--- config.mk ---
export PLATFORM = sky130hd
export DESIGN_NAME = json_string_unescaper_utf8_core
export DESIGN_NICKNAME = d
export VERILOG_FILES = /design/src/rtl/core/jsu_pkg.sv /design/src/rtl/core/jsu_front.sv /design/src/rtl/core/jsu_queue.sv /design/src/rtl/core/jsu_back.sv /design/src/rtl/core/json_string_unescaper_utf8_core.sv
export SDC_FILE = /design/constraint.sdc
export NUM_CORES = 1
export LEC_CHECK = 0
export BUFFER_PORTS_ARGS = -buffer_cell sky130_fd_sc_hd__buf_2
export CORE_ASPECT_RATIO = 0.9
export CORE_MARGIN = 2
export CORE_UTILIZATION = 54
export DETAILED_ROUTE_END_ITERATION = 10
export PLACE_DENSITY = 0.71
export RECOVER_POWER = 25
export SETUP_SLACK_MARGIN = 0.15
export SYNTH_ARGS = -nofsm -noshare
export SYNTH_HDL_FRONTEND = slang
export SYNTH_SLANG_ARGS = --single-unit
export TNS_END_PERCENT = 50
--- constraint.sdc ---
create_clock -name clk_i -period 5.5 [get_ports clk_i]
set_clock_uncertainty 0.15 [all_clocks]
set_input_delay 1.1 -clock clk_i [delete_from_list [all_inputs] [get_ports clk_i]]
set_output_delay 1.1 -clock clk_i [all_outputs]
set_load 0.02 [all_outputs]
--- src/rtl/core/jsu_pkg.sv ---
package jsu_pkg;

  typedef struct packed {
    logic       op;
    logic [7:0] in_byte;
  } jsu_in_t;

  typedef struct packed {
    logic [7:0] out_byte;
    logic [2:0] status;
    logic       last;
  } jsu_out_t;

  localparam logic OP_BYTE = 1'b0;
  localparam logic OP_END  = 1'b1;

  localparam logic [2:0] ST_BYTE    = 3'd0;
  localparam logic [2:0] ST_CLOSED  = 3'd1;
  localparam logic [2:0] ST_NOQUOTE = 3'd2;
  localparam logic [2:0] ST_BADESC  = 3'd3;
  localparam logic [2:0] ST_ENDED   = 3'd4;

  typedef enum logic [2:0] {
    MODE_IDLE   = 3'd0,
    MODE_STR    = 3'd1,
    MODE_ESC    = 3'd2,
    MODE_HEX    = 3'd3,
    MODE_HIWAIT = 3'd4,
    MODE_HIESC  = 3'd5,
    MODE_HIHEX  = 3'd6
  } mode_e;

  typedef enum logic [1:0] {
    KIND_NONE = 2'd0,
    KIND_BYTE = 2'd1,
    KIND_CP   = 2'd2,
    KIND_STAT = 2'd3
  } kind_e;

  // One queue entry: an optional pending high surrogate, then at most one main result.
  typedef struct packed {
    logic        pend;
    logic [9:0]  ph;
    kind_e       kind;
    logic [20:0] val;
  } jsu_desc_t;

  localparam int unsigned QDEPTH = 4;
  localparam int unsigned QPTR_W = $clog2(QDEPTH);
  localparam int unsigned QCNT_W = $clog2(QDEPTH + 1);

  localparam logic [7:0] CH_QUOTE  = 8'h22;
  localparam logic [7:0] CH_BSLASH = 8'h5C;
  localparam logic [7:0] CH_SLASH  = 8'h2F;
  localparam logic [7:0] CH_U      = 8'h75;
  localparam logic [7:0] CH_SPACE  = 8'h20;
  localparam logic [7:0] CH_TAB    = 8'h09;
  localparam logic [7:0] CH_CR     = 8'h0D;
  localparam logic [7:0] CH_LF     = 8'h0A;

  localparam logic [15:0] SURR_HIGH_BASE = 16'hD800;
  localparam logic [15:0] SURR_LOW_BASE  = 16'hDC00;
  localparam logic [20:0] SUPP_BASE      = 21'h10000;

  localparam logic [7:0] UTF8_LEAD2 = 8'hC0;
  localparam logic [7:0] UTF8_LEAD3 = 8'hE0;
  localparam logic [7:0] UTF8_LEAD4 = 8'hF0;
  localparam logic [7:0] UTF8_CONT  = 8'h80;

  typedef struct packed {
    logic       valid;
    logic [3:0] val;
  } hex_t;

  typedef struct packed {
    logic       valid;
    logic [7:0] val;
  } esc_t;

  typedef struct packed {
    logic [2:0]      len;
    logic [3:0][7:0] b;
  } utf8_t;

  function automatic hex_t hex_dec(input logic [7:0] c);
    hex_t r;
    r = '0;
    if (c >= 8'h30 && c <= 8'h39) begin
      r.valid = 1'b1;
      r.val   = c[3:0];
    end else if ((c >= 8'h61 && c <= 8'h66) || (c >= 8'h41 && c <= 8'h46)) begin
      r.valid = 1'b1;
      r.val   = c[3:0] + 4'd9;
    end
    return r;
  endfunction

  function automatic esc_t esc_map(input logic [7:0] c);
    esc_t r;
    r.valid = 1'b1;
    unique case (c)
      CH_QUOTE:  r.val = CH_QUOTE;
      CH_BSLASH: r.val = CH_BSLASH;
      CH_SLASH:  r.val = CH_SLASH;
      8'h62:     r.val = 8'h08;
      8'h66:     r.val = 8'h0C;
      8'h6E:     r.val = CH_LF;
      8'h72:     r.val = CH_CR;
      8'h74:     r.val = CH_TAB;
      default: begin
        r.valid = 1'b0;
        r.val   = 8'h00;
      end
    endcase
    return r;
  endfunction

  function automatic utf8_t utf8_enc(input logic [20:0] cp);
    utf8_t r;
    r = '0;
    if (cp < 21'h80) begin
      r.len  = 3'd1;
      r.b[0] = cp[7:0];
    end else if (cp < 21'h800) begin
      r.len  = 3'd2;
      r.b[0] = UTF8_LEAD2 | {3'b000, cp[10:6]};
      r.b[1] = UTF8_CONT | {2'b00, cp[5:0]};
    end else if (cp < SUPP_BASE) begin
      r.len  = 3'd3;
      r.b[0] = UTF8_LEAD3 | {4'b0000, cp[15:12]};
      r.b[1] = UTF8_CONT | {2'b00, cp[11:6]};
      r.b[2] = UTF8_CONT | {2'b00, cp[5:0]};
    end else begin
      r.len  = 3'd4;
      r.b[0] = UTF8_LEAD4 | {5'b00000, cp[20:18]};
      r.b[1] = UTF8_CONT | {2'b00, cp[17:12]};
      r.b[2] = UTF8_CONT | {2'b00, cp[11:6]};
      r.b[3] = UTF8_CONT | {2'b00, cp[5:0]};
    end
    return r;
  endfunction

endpackage

--- src/rtl/core/jsu_front.sv ---
module jsu_front import jsu_pkg::*; (
  input  logic      clk_i,
  input  logic      rst_ni,
  input  logic      accept_i,
  input  jsu_in_t   item_i,
  output logic      push_o,
  output jsu_desc_t desc_o
);

  mode_e       mode_q, mode_d;
  logic [1:0]  cnt_q, cnt_d;
  logic [15:0] acc_q, acc_d;
  logic [9:0]  ph_q, ph_d;

  logic [7:0]  c;
  hex_t        hx;
  esc_t        esc;
  logic [15:0] acc_new;
  logic        done;
  logic        is_high;
  logic        is_low;
  logic        is_ws;
  logic        hi_mode;

  assign c       = item_i.in_byte;
  assign hx      = hex_dec(c);
  assign esc     = esc_map(c);
  assign acc_new = {acc_q[11:0], hx.val};
  assign done    = (cnt_q == 2'd3);
  assign is_high = (acc_new[15:10] == SURR_HIGH_BASE[15:10]);
  assign is_low  = (acc_new[15:10] == SURR_LOW_BASE[15:10]);
  assign is_ws   = (c == CH_SPACE) || (c == CH_TAB) || (c == CH_CR) || (c == CH_LF);
  assign hi_mode = (mode_q == MODE_HIWAIT) || (mode_q == MODE_HIESC) || (mode_q == MODE_HIHEX);

  always_comb begin
    mode_d = mode_q;
    if (accept_i) begin
      if (item_i.op == OP_END) begin
        mode_d = MODE_IDLE;
      end else begin
        unique case (mode_q)
          MODE_IDLE: begin
            if (c == CH_QUOTE) mode_d = MODE_STR;
          end
          MODE_STR: begin
            if (c == CH_QUOTE) mode_d = MODE_IDLE;
            else if (c == CH_BSLASH) mode_d = MODE_ESC;
          end
          MODE_ESC: begin
            if (esc.valid) mode_d = MODE_STR;
            else if (c == CH_U) mode_d = MODE_HEX;
            else mode_d = MODE_IDLE;
          end
          MODE_HEX: begin
            if (!hx.valid) mode_d = MODE_IDLE;
            else if (done) mode_d = is_high ? MODE_HIWAIT : MODE_STR;
          end
          MODE_HIWAIT: begin
            if (c == CH_BSLASH) mode_d = MODE_HIESC;
            else if (c == CH_QUOTE) mode_d = MODE_IDLE;
            else mode_d = MODE_STR;
          end
          MODE_HIESC: begin
            if (c == CH_U) mode_d = MODE_HIHEX;
            else if (esc.valid) mode_d = MODE_STR;
            else mode_d = MODE_IDLE;
          end
          MODE_HIHEX: begin
            if (!hx.valid) mode_d = MODE_IDLE;
            else if (done) mode_d = (is_low || !is_high) ? MODE_STR : MODE_HIWAIT;
          end
          default: mode_d = MODE_IDLE;
        endcase
      end
    end
  end

  always_comb begin
    desc_o      = '0;
    desc_o.ph   = ph_q;
    desc_o.kind = KIND_NONE;
    cnt_d       = cnt_q;
    acc_d       = acc_q;
    ph_d        = ph_q;
    if (accept_i) begin
      cnt_d = 2'd0;
      acc_d = 16'd0;
      if (item_i.op == OP_END) begin
        desc_o.pend = hi_mode;
        desc_o.kind = KIND_STAT;
        desc_o.val  = {18'd0, ST_ENDED};
      end else begin
        unique case (mode_q) inside
          MODE_IDLE: begin
            if (c != CH_QUOTE && !is_ws) begin
              desc_o.kind = KIND_STAT;
              desc_o.val  = {18'd0, ST_NOQUOTE};
            end
          end
          MODE_STR, MODE_HIWAIT: begin
            // a lone high surrogate flushes before the byte is handled as usual
            desc_o.pend = (mode_q == MODE_HIWAIT) && (c != CH_BSLASH);
            if (c == CH_QUOTE) begin
              desc_o.kind = KIND_STAT;
              desc_o.val  = {18'd0, ST_CLOSED};
            end else if (c != CH_BSLASH) begin
              desc_o.kind = KIND_BYTE;
              desc_o.val  = {13'd0, c};
            end
          end
          MODE_ESC, MODE_HIESC: begin
            desc_o.pend = (mode_q == MODE_HIESC) && (c != CH_U);
            if (esc.valid) begin
              desc_o.kind = KIND_BYTE;
              desc_o.val  = {13'd0, esc.val};
            end else if (c != CH_U) begin
              desc_o.kind = KIND_STAT;
              desc_o.val  = {18'd0, ST_BADESC};
            end
          end
          MODE_HEX, MODE_HIHEX: begin
            if (!hx.valid) begin
              desc_o.pend = (mode_q == MODE_HIHEX);
              desc_o.kind = KIND_STAT;
              desc_o.val  = {18'd0, ST_BADESC};
            end else if (!done) begin
              cnt_d = cnt_q + 2'd1;
              acc_d = acc_new;
            end else if ((mode_q == MODE_HIHEX) && is_low) begin
              desc_o.kind = KIND_CP;
              desc_o.val  = SUPP_BASE + {1'b0, ph_q, acc_new[9:0]};
            end else begin
              // four valid digits that do not pair up start a fresh code point
              desc_o.pend = (mode_q == MODE_HIHEX);
              if (is_high) begin
                ph_d = acc_new[9:0];
              end else begin
                desc_o.kind = KIND_CP;
                desc_o.val  = {5'd0, acc_new};
              end
            end
          end
          default: ;
        endcase
      end
    end
  end

  assign push_o = accept_i && (desc_o.pend || (desc_o.kind != KIND_NONE));

  always_ff @(posedge clk_i or negedge rst_ni) begin
    if (!rst_ni) begin
      mode_q <= MODE_IDLE;
      cnt_q  <= 2'd0;
      acc_q  <= 16'd0;
      ph_q   <= 10'd0;
    end else begin
      mode_q <= mode_d;
      cnt_q  <= cnt_d;
      acc_q  <= acc_d;
      ph_q   <= ph_d;
    end
  end

endmodule

--- src/rtl/core/jsu_queue.sv ---
module jsu_queue import jsu_pkg::*; (
  input  logic      clk_i,
  input  logic      rst_ni,
  input  logic      push_i,
  input  jsu_desc_t desc_i,
  output logic      full_o,
  output logic      head_valid_o,
  output jsu_desc_t head_o,
  input  logic      pop_i
);

  jsu_desc_t          entry_q [QDEPTH];
  logic [QPTR_W-1:0]  wr_ptr_q, wr_ptr_d;
  logic [QPTR_W-1:0]  rd_ptr_q, rd_ptr_d;
  logic [QCNT_W-1:0]  cnt_q, cnt_d;
  logic               do_push;
  logic               do_pop;

  assign full_o       = (cnt_q == QCNT_W'(QDEPTH));
  assign head_valid_o = (cnt_q != '0);
  assign head_o       = entry_q[rd_ptr_q];
  assign do_push      = push_i && !full_o;
  assign do_pop       = pop_i && head_valid_o;

  always_comb begin
    wr_ptr_d = do_push ? wr_ptr_q + 1'b1 : wr_ptr_q;
    rd_ptr_d = do_pop ? rd_ptr_q + 1'b1 : rd_ptr_q;
    cnt_d    = cnt_q;
    if (do_push && !do_pop) cnt_d = cnt_q + 1'b1;
    else if (!do_push && do_pop) cnt_d = cnt_q - 1'b1;
  end

  always_ff @(posedge clk_i) begin
    if (do_push) entry_q[wr_ptr_q] <= desc_i;
  end

  always_ff @(posedge clk_i or negedge rst_ni) begin
    if (!rst_ni) begin
      wr_ptr_q <= '0;
      rd_ptr_q <= '0;
      cnt_q    <= '0;
    end else begin
      wr_ptr_q <= wr_ptr_d;
      rd_ptr_q <= rd_ptr_d;
      cnt_q    <= cnt_d;
    end
  end

endmodule

--- src/rtl/core/jsu_back.sv ---
module jsu_back import jsu_pkg::*; (
  input  logic      clk_i,
  input  logic      rst_ni,
  input  logic      head_valid_i,
  input  jsu_desc_t head_i,
  output logic      pop_o,
  output logic      out_valid_o,
  input  logic      out_stall_i,
  output jsu_out_t  out_data_o
);

  logic [2:0] idx_q, idx_d;
  logic       valid_q, valid_d;
  jsu_out_t   data_q, data_d;

  utf8_t      pend_u;
  utf8_t      main_u;
  logic [2:0] main_len;
  logic [2:0] total;
  logic [2:0] j;
  logic       load;
  jsu_out_t   cur;

  assign pend_u = utf8_enc({5'd0, SURR_HIGH_BASE[15:10], head_i.ph});
  assign main_u = utf8_enc(head_i.val);

  always_comb begin
    unique case (head_i.kind)
      KIND_NONE: main_len = 3'd0;
      KIND_CP:   main_len = main_u.len;
      default:   main_len = 3'd1;
    endcase
    total = (head_i.pend ? 3'd3 : 3'd0) + main_len;
    j     = idx_q - (head_i.pend ? 3'd3 : 3'd0);

    cur = '0;
    if (head_i.pend && (idx_q < 3'd3)) begin
      cur.out_byte = pend_u.b[idx_q[1:0]];
    end else begin
      unique case (head_i.kind)
        KIND_BYTE: cur.out_byte = head_i.val[7:0];
        KIND_CP:   cur.out_byte = main_u.b[j[1:0]];
        KIND_STAT: cur.status   = head_i.val[2:0];
        default: ;
      endcase
    end
    cur.last = (idx_q == total - 3'd1);
  end

  // load a new item whenever the output register is empty or being taken
  assign load  = head_valid_i && (!valid_q || !out_stall_i);
  assign pop_o = load && cur.last;

  always_comb begin
    idx_d   = idx_q;
    data_d  = data_q;
    valid_d = valid_q && out_stall_i;
    if (load) begin
      valid_d = 1'b1;
      data_d  = cur;
      idx_d   = cur.last ? 3'd0 : idx_q + 3'd1;
    end
  end

  always_ff @(posedge clk_i) begin
    data_q <= data_d;
  end

  always_ff @(posedge clk_i or negedge rst_ni) begin
    if (!rst_ni) begin
      idx_q   <= 3'd0;
      valid_q <= 1'b0;
    end else begin
      idx_q   <= idx_d;
      valid_q <= valid_d;
    end
  end

  assign out_valid_o = valid_q;
  assign out_data_o  = data_q;

endmodule

--- src/rtl/core/json_string_unescaper_utf8_core.sv ---
// An item's first result goes through a queue entry and then the output register.
// Throughput: one item per cycle while the output is not stalled and each item gives
// at most one result; the 4-entry queue between the parser and the UTF-8 expander
// absorbs the bursts of items that give several results before input stalls.
// Reset: parser idle awaiting an opening quote, queue empty, output invalid.
module json_string_unescaper_utf8_core import jsu_pkg::*; (
  input  logic     clk_i,
  input  logic     rst_ni,
  input  logic     in_valid_i,
  output logic     in_stall_o,
  input  jsu_in_t  in_data_i,
  output logic     out_valid_o,
  input  logic     out_stall_i,
  output jsu_out_t out_data_o
);

  logic      accept;
  logic      push;
  logic      full;
  logic      head_valid;
  logic      pop;
  jsu_desc_t desc;
  jsu_desc_t head;

  assign in_stall_o = full;
  assign accept     = in_valid_i && !full;

  jsu_front u_front (
    .clk_i    (clk_i),
    .rst_ni   (rst_ni),
    .accept_i (accept),
    .item_i   (in_data_i),
    .push_o   (push),
    .desc_o   (desc)
  );

  jsu_queue u_queue (
    .clk_i        (clk_i),
    .rst_ni       (rst_ni),
    .push_i       (push),
    .desc_i       (desc),
    .full_o       (full),
    .head_valid_o (head_valid),
    .head_o       (head),
    .pop_i        (pop)
  );

  jsu_back u_back (
    .clk_i        (clk_i),
    .rst_ni       (rst_ni),
    .head_valid_i (head_valid),
    .head_i       (head),
    .pop_o        (pop),
    .out_valid_o  (out_valid_o),
    .out_stall_i  (out_stall_i),
    .out_data_o   (out_data_o)
  );

endmodule

After elaboration in Yosys (flattened, before gate mapping). Memory sizes are Yosys's and may differ from the RTL's. Index checks and enable logic that the tools add are counted.

Bits of input ports: 13. Word-level logic and storage cells: 188. Register bits after elaboration: 50. Output and inout port bits: 14. RAM bits: 136. Memories: 1.

Add/sub/neg operators: 11. Multiplexer cells: 70. Order comparisons: 12. Reductions and logical operators: 45. Bitwise logic cells: 3. Equal/unequal tests: 34.

Memory list: u_queue.entry_q (words 4, bits a word 34, rd ports 1, clocked after memory_dff 0, write ports 1, line jsu_queue.sv:12) `jsu_desc_t entry_q [QDEPTH];`.

Operators by type and width (number): 23-bit 2-to-1 mux (10); 23-bit one-hot mux with 4 select lines (1); 8-bit by 7-bit equality test with 1-bit output (second input constant) (7); 7-bit one-hot mux with 8 select lines (1); 3-bit 2-to-1 mux (18); 12-bit 2-to-1 mux (4); 22-bit 2-to-1 mux (2); 8-bit 2-to-1 mux (5); 8-bit binary-select mux with 2-bit select (2); 16-bit 2-to-1 mux (2); 8-bit by 4-bit equality test with 1-bit output (second input constant) (3); 8-bit by 6-bit equality test with 1-bit output (second input constant) (3); 24-bit 2-to-1 mux (1); 17-bit by 20-bit adder with 21-bit output (first input constant) (1); 21-bit by 12-bit < comparator with 1-bit output (second input constant) (1); 21-bit by 17-bit < comparator with 1-bit output (second input constant) (1); 21-bit by 8-bit < comparator with 1-bit output (second input constant) (1); 3-bit one-hot mux with 7 select lines (1); 1-bit logical AND (17); 8-bit by 7-bit >= comparator with 1-bit output (second input constant) (2); 8-bit by 7-bit less-or-equal comparator with 1-bit output (second input constant) (2); 8-bit by 7-bit != test with 1-bit output (second input constant) (2); 8-bit one-hot mux with 2 select lines (1); 2-bit 2-to-1 mux (7); other kinds (36) (80).

Longest topological paths before layout.
Depth after elaboration: 20. Mapped depth: 24. Mapped depth without buffers: 19.

Modules after synthesis. A second synthesis with hierarchy kept.

Cells, all modules: 682. Area, all modules: 9365.2 um^2.

By module, submodules not included: jsu_queue (times used 1, area each 5385.2 um^2, cells an instance 213, sequential area each 4259.1 um^2); jsu_front (times used 1, area each 2204.6 um^2, cells an instance 259, sequential area each 675.6 um^2); jsu_back (times used 1, area each 1761.7 um^2, cells an instance 209, sequential area each 460.4 um^2); json_string_unescaper_utf8_core (times used 1, area each 13.8 um^2, cells an instance 1, sequential area each 0.0 um^2).

Worst setup path before layout. Ideal clock, no wire load.

Kind: flip-flop to flip-flop. From: register u_queue.rd_ptr_q[1]. To: register u_queue.cnt_q[1]. Buffers on the path: 5. Clock period less this slack: 5.071 ns. Data arrival time: 4.797 ns. Path slack: 0.429 ns. Library setup time: 0.125 ns. Required time: 5.225 ns. Stages on the path, launching flop included: 22. Cell sequence: dfrtp_1 clkbuf_1 buf_2 buf_1 buf_1 mux4_2 inv_1 ha_1 clkbuf_1 nand3_1 ha_1 inv_1 ha_1 xnor2_1 xnor2_1 xnor2_1 nor3_2 nand2_1 ha_1 inv_1 fa_1 mux2_2.

RTL lines: from (decl) (line jsu_queue.sv:14) `logic [QPTR_W-1:0] rd_ptr_q, rd_ptr_d;`; from (signal assigned) (line jsu_queue.sv:44) `rd_ptr_q <= rd_ptr_d;`; to (signal assigned) (line jsu_queue.sv:45) `cnt_q <= cnt_d;`; to (decl) (line jsu_queue.sv:15) `logic [QCNT_W-1:0] cnt_q, cnt_d;`.

==> impl_metrics.toml <==
[run_status]
status = "finished with violations"
violations = "capacitance limit, slew limit"

[power_and_ir_drop]
ir_drop_mv = 0.341
powerDensity_nw_per_um2 = 540
p_leak_nw = 3.57

[yosys]
synth_cells = 669
synth_area_leaders = "edfxtp_1 49%, dfrtp_1 11%, mux4_2 8.5%, ha_1 3.1%, nor2_1 2.2%"
synth_fp_nets = 705
ys_ff_latch = 186
synth_top_cell_area_share_pct = 49.3
async_flop_share_pct = 20.4
synth_top_family_by_area = "simple AND/OR/NAND/NOR gates"
synth_compound_area_share_pct = 10.5
synthSimpleGateAreaFrac_pct = 11.2
synth_xor_area_share_pct = 2.04
syn_area_um2 = 9010
yosysTopAreaCell = "edfxtp_1"
ys_warn_count = 0
ys_seq_area_share_pct = 59.9
synth_mux_area_share_pct = 10.6
synth_edf_count = 148
synth_ff_type = "edfxtp_1"
syn_avg_cell_area_um2 = 13.5
ys_types = 74
synth_fa_ha_area_share_pct = 3.28

[sta]
fin_crit_ns = 5.13
slew_violations = 39
worst_pin_slew_ns = 2.09
hold_viol = 0
setup_tns_ns = 0
setup_violations = 0
rsz0062_at_grt = "no"
slew_headroom_pct = -39.6
fin_crit_sh_pct = 93.2
whs_ns = 0.362
finalWorstSetupSlack_ns = 0.371
fmax_ghz = 0.195

[cells_and_area]
utilization_pct = 61.4
layout-drive-gt1-share_pct = 17.6
fin_cells = 924
layout.nets = 740
areaGrowthSynthToFinish_pct = 10.7
n_antenna_cell = 0
final_common_cell = "edfxtp_1"
layout_common_cells = "148 x edfxtp_1, 54 x nor2_1, 45 x nand2_1"

[job]
maxCapViolations = 1

[place]
dp_hpwl_um = 15200
placed_cells = 891
dp_slack_ns = 0.450
io_buffers = 26
place_congestion = 0.978

[routing]
postRouteAntennaNets = 0
wire_per_inst_um = 24.0
vias_per_cell = 6.58
drc = 0
drtIter0Drc = 708
vias = 6080
dr.pass1.iters = 5
drt-total-wl_um = 22200

[critical_path]
critPathBufInv = 2
cp_slowest_cell = "or4_4"
cp-start-kind = "flop"
cp_top_family = "simple AND/OR/NAND/NOR gates"
worstSetupPathType = "flop to flop"
max_stage_delay_ns = 0.58
crit_fanout = 8
cp_data_required_time_ns = 5.66
end_kind = "flop"
cp.arrival_ns = 5.29
path_cells = "mux4_2, or4_4, or2_0, or3_1, nand3_1, ha_1, inv_1, ha_1, xnor2_1, xnor2_1, xnor2_1, nor3_2, nand2_1, ha_1, inv_1, fa_1, mux2_2"

[clock_tree]
cts_repair_resize_count = 0
root_buffer = "clkbuf_16"
cts_hold_buf = 0
clkSlewWorstSetupHoldPaths_ns = 0.07
cts_tree = "done"
cts-buffers-inserted = 17
clk_latency_ns = 0.43
cts_setup_buffers = 0
clk_path_buf_depth = 2
h-tree-depth = 4
cts_num_sinks = 186

[hold_path]
holdCritPathClass = "flop to flop"

[global_routing]
grt_use_total_pct = 25.7
grt-ovfl-total = 0
grt_pass1_wl_um = 34200
antenna_found_initial = 0
grt_max_degree = 39
first_global_vias = 6066

[die]
rows = 44
die_w_um = 140
io_pins = 27
die-area_um2 = 17700
initial_core_util_pct = 55.5
core_area_um2 = 16200
die_y_um = 127
## registers in the layout, summed over array words and instances, names as in the netlist
name,count
u_back.idx_q,3
u_back.out_data_o,12
u_back.out_valid_o,1
u_front.acc_q,12
u_front.cnt_q,2
u_front.mode_q,3
u_front.ph_q,10
u_queue.cnt_q,3
u_queue.entry_q,136
u_queue.rd_ptr_q,2
u_queue.wr_ptr_q,2
## cell usage after synthesis, types with 10 or more instances
master and count:
a21oi_1 27, a22o_1 13, a31oi_1 11, and3_1 10
clkbuf_1 17, dfrtp_1 38, edfxtp_1 148, ha_1 22
inv_1 21, mux2_2 13, mux4_2 34, nand2_1 45
nand3_1 21, nor2_1 54, nor3_1 10, o21ai_0 18
xnor2_1 14
## where the power goes
| group | leakage (nW) | switching, W | internal (W) | total, W |
|---|---|---|---|---|
| Clock | 0.259 | 0.000527 | 0.000607 | 0.00113 |
| Sequential | 1.90 | 0.000129 | 0.00186 | 0.00199 |
| Combinational | 1.41 | 0.00138 | 0.000873 | 0.00226 |
| Total | 3.57 | 0.00204 | 0.00334 | 0.00538 |
## stage by stage
step	power [W]	instance area, um^2
CTS	0.00536	9970
global route	0.00566	9980
global placement	0.00418	9420
floorplan	0.00354	9010
detailed placement	0.00422	9420
finish	0.00538	9980
## worst paths after layout
kind / to / slack [ns] / startpoint / depth (start not counted)
min reg2reg: u_queue.cnt_q[2] / 0.36 / u_queue.cnt_q[2] / 1
min in group asynchronous: u_queue.wr_ptr_q[1] / 1.11 / rst_ni / 1
max reg2reg: u_queue.cnt_q[1] / 0.37 / u_queue.rd_ptr_q[0] / 17
max in group asynchronous: u_queue.rd_ptr_q[0] / 2.73 / rst_ni / 1
max: u_queue.cnt_q[1] / 0.37 / u_queue.rd_ptr_q[0] / 17
min: u_queue.cnt_q[2] / 0.36 / u_queue.cnt_q[2] / 1
## area by class of cell
class                      count  area [um^2]
clock buffer                  20          457
fill                        1191         6260
clock inverter                12         90.1
sequential                   186         5400
tap                          207          259
inverter                      24         90.1
timing repair buffer          46          298
multi-input combinational    429         3390
## layer usage
layer  GRT usage [%]  vias to the layer above  routed length [um]
met4            11.1                        0                 660
li1                -                     2690                   -
met1            35.4                     3041                9360
met3            6.42                       43                1750
met5               0                        -                   0
met2            39.4                      306               10400
## logic make-up after synthesis
kind of cell | count (synthesis)
simple gates | 200
flops | 186
compound gates | 134
buf+inv | 54
mux | 51
fa+ha+maj | 23
xor+xnor | 21
Power figures use the tool's default switching activity.
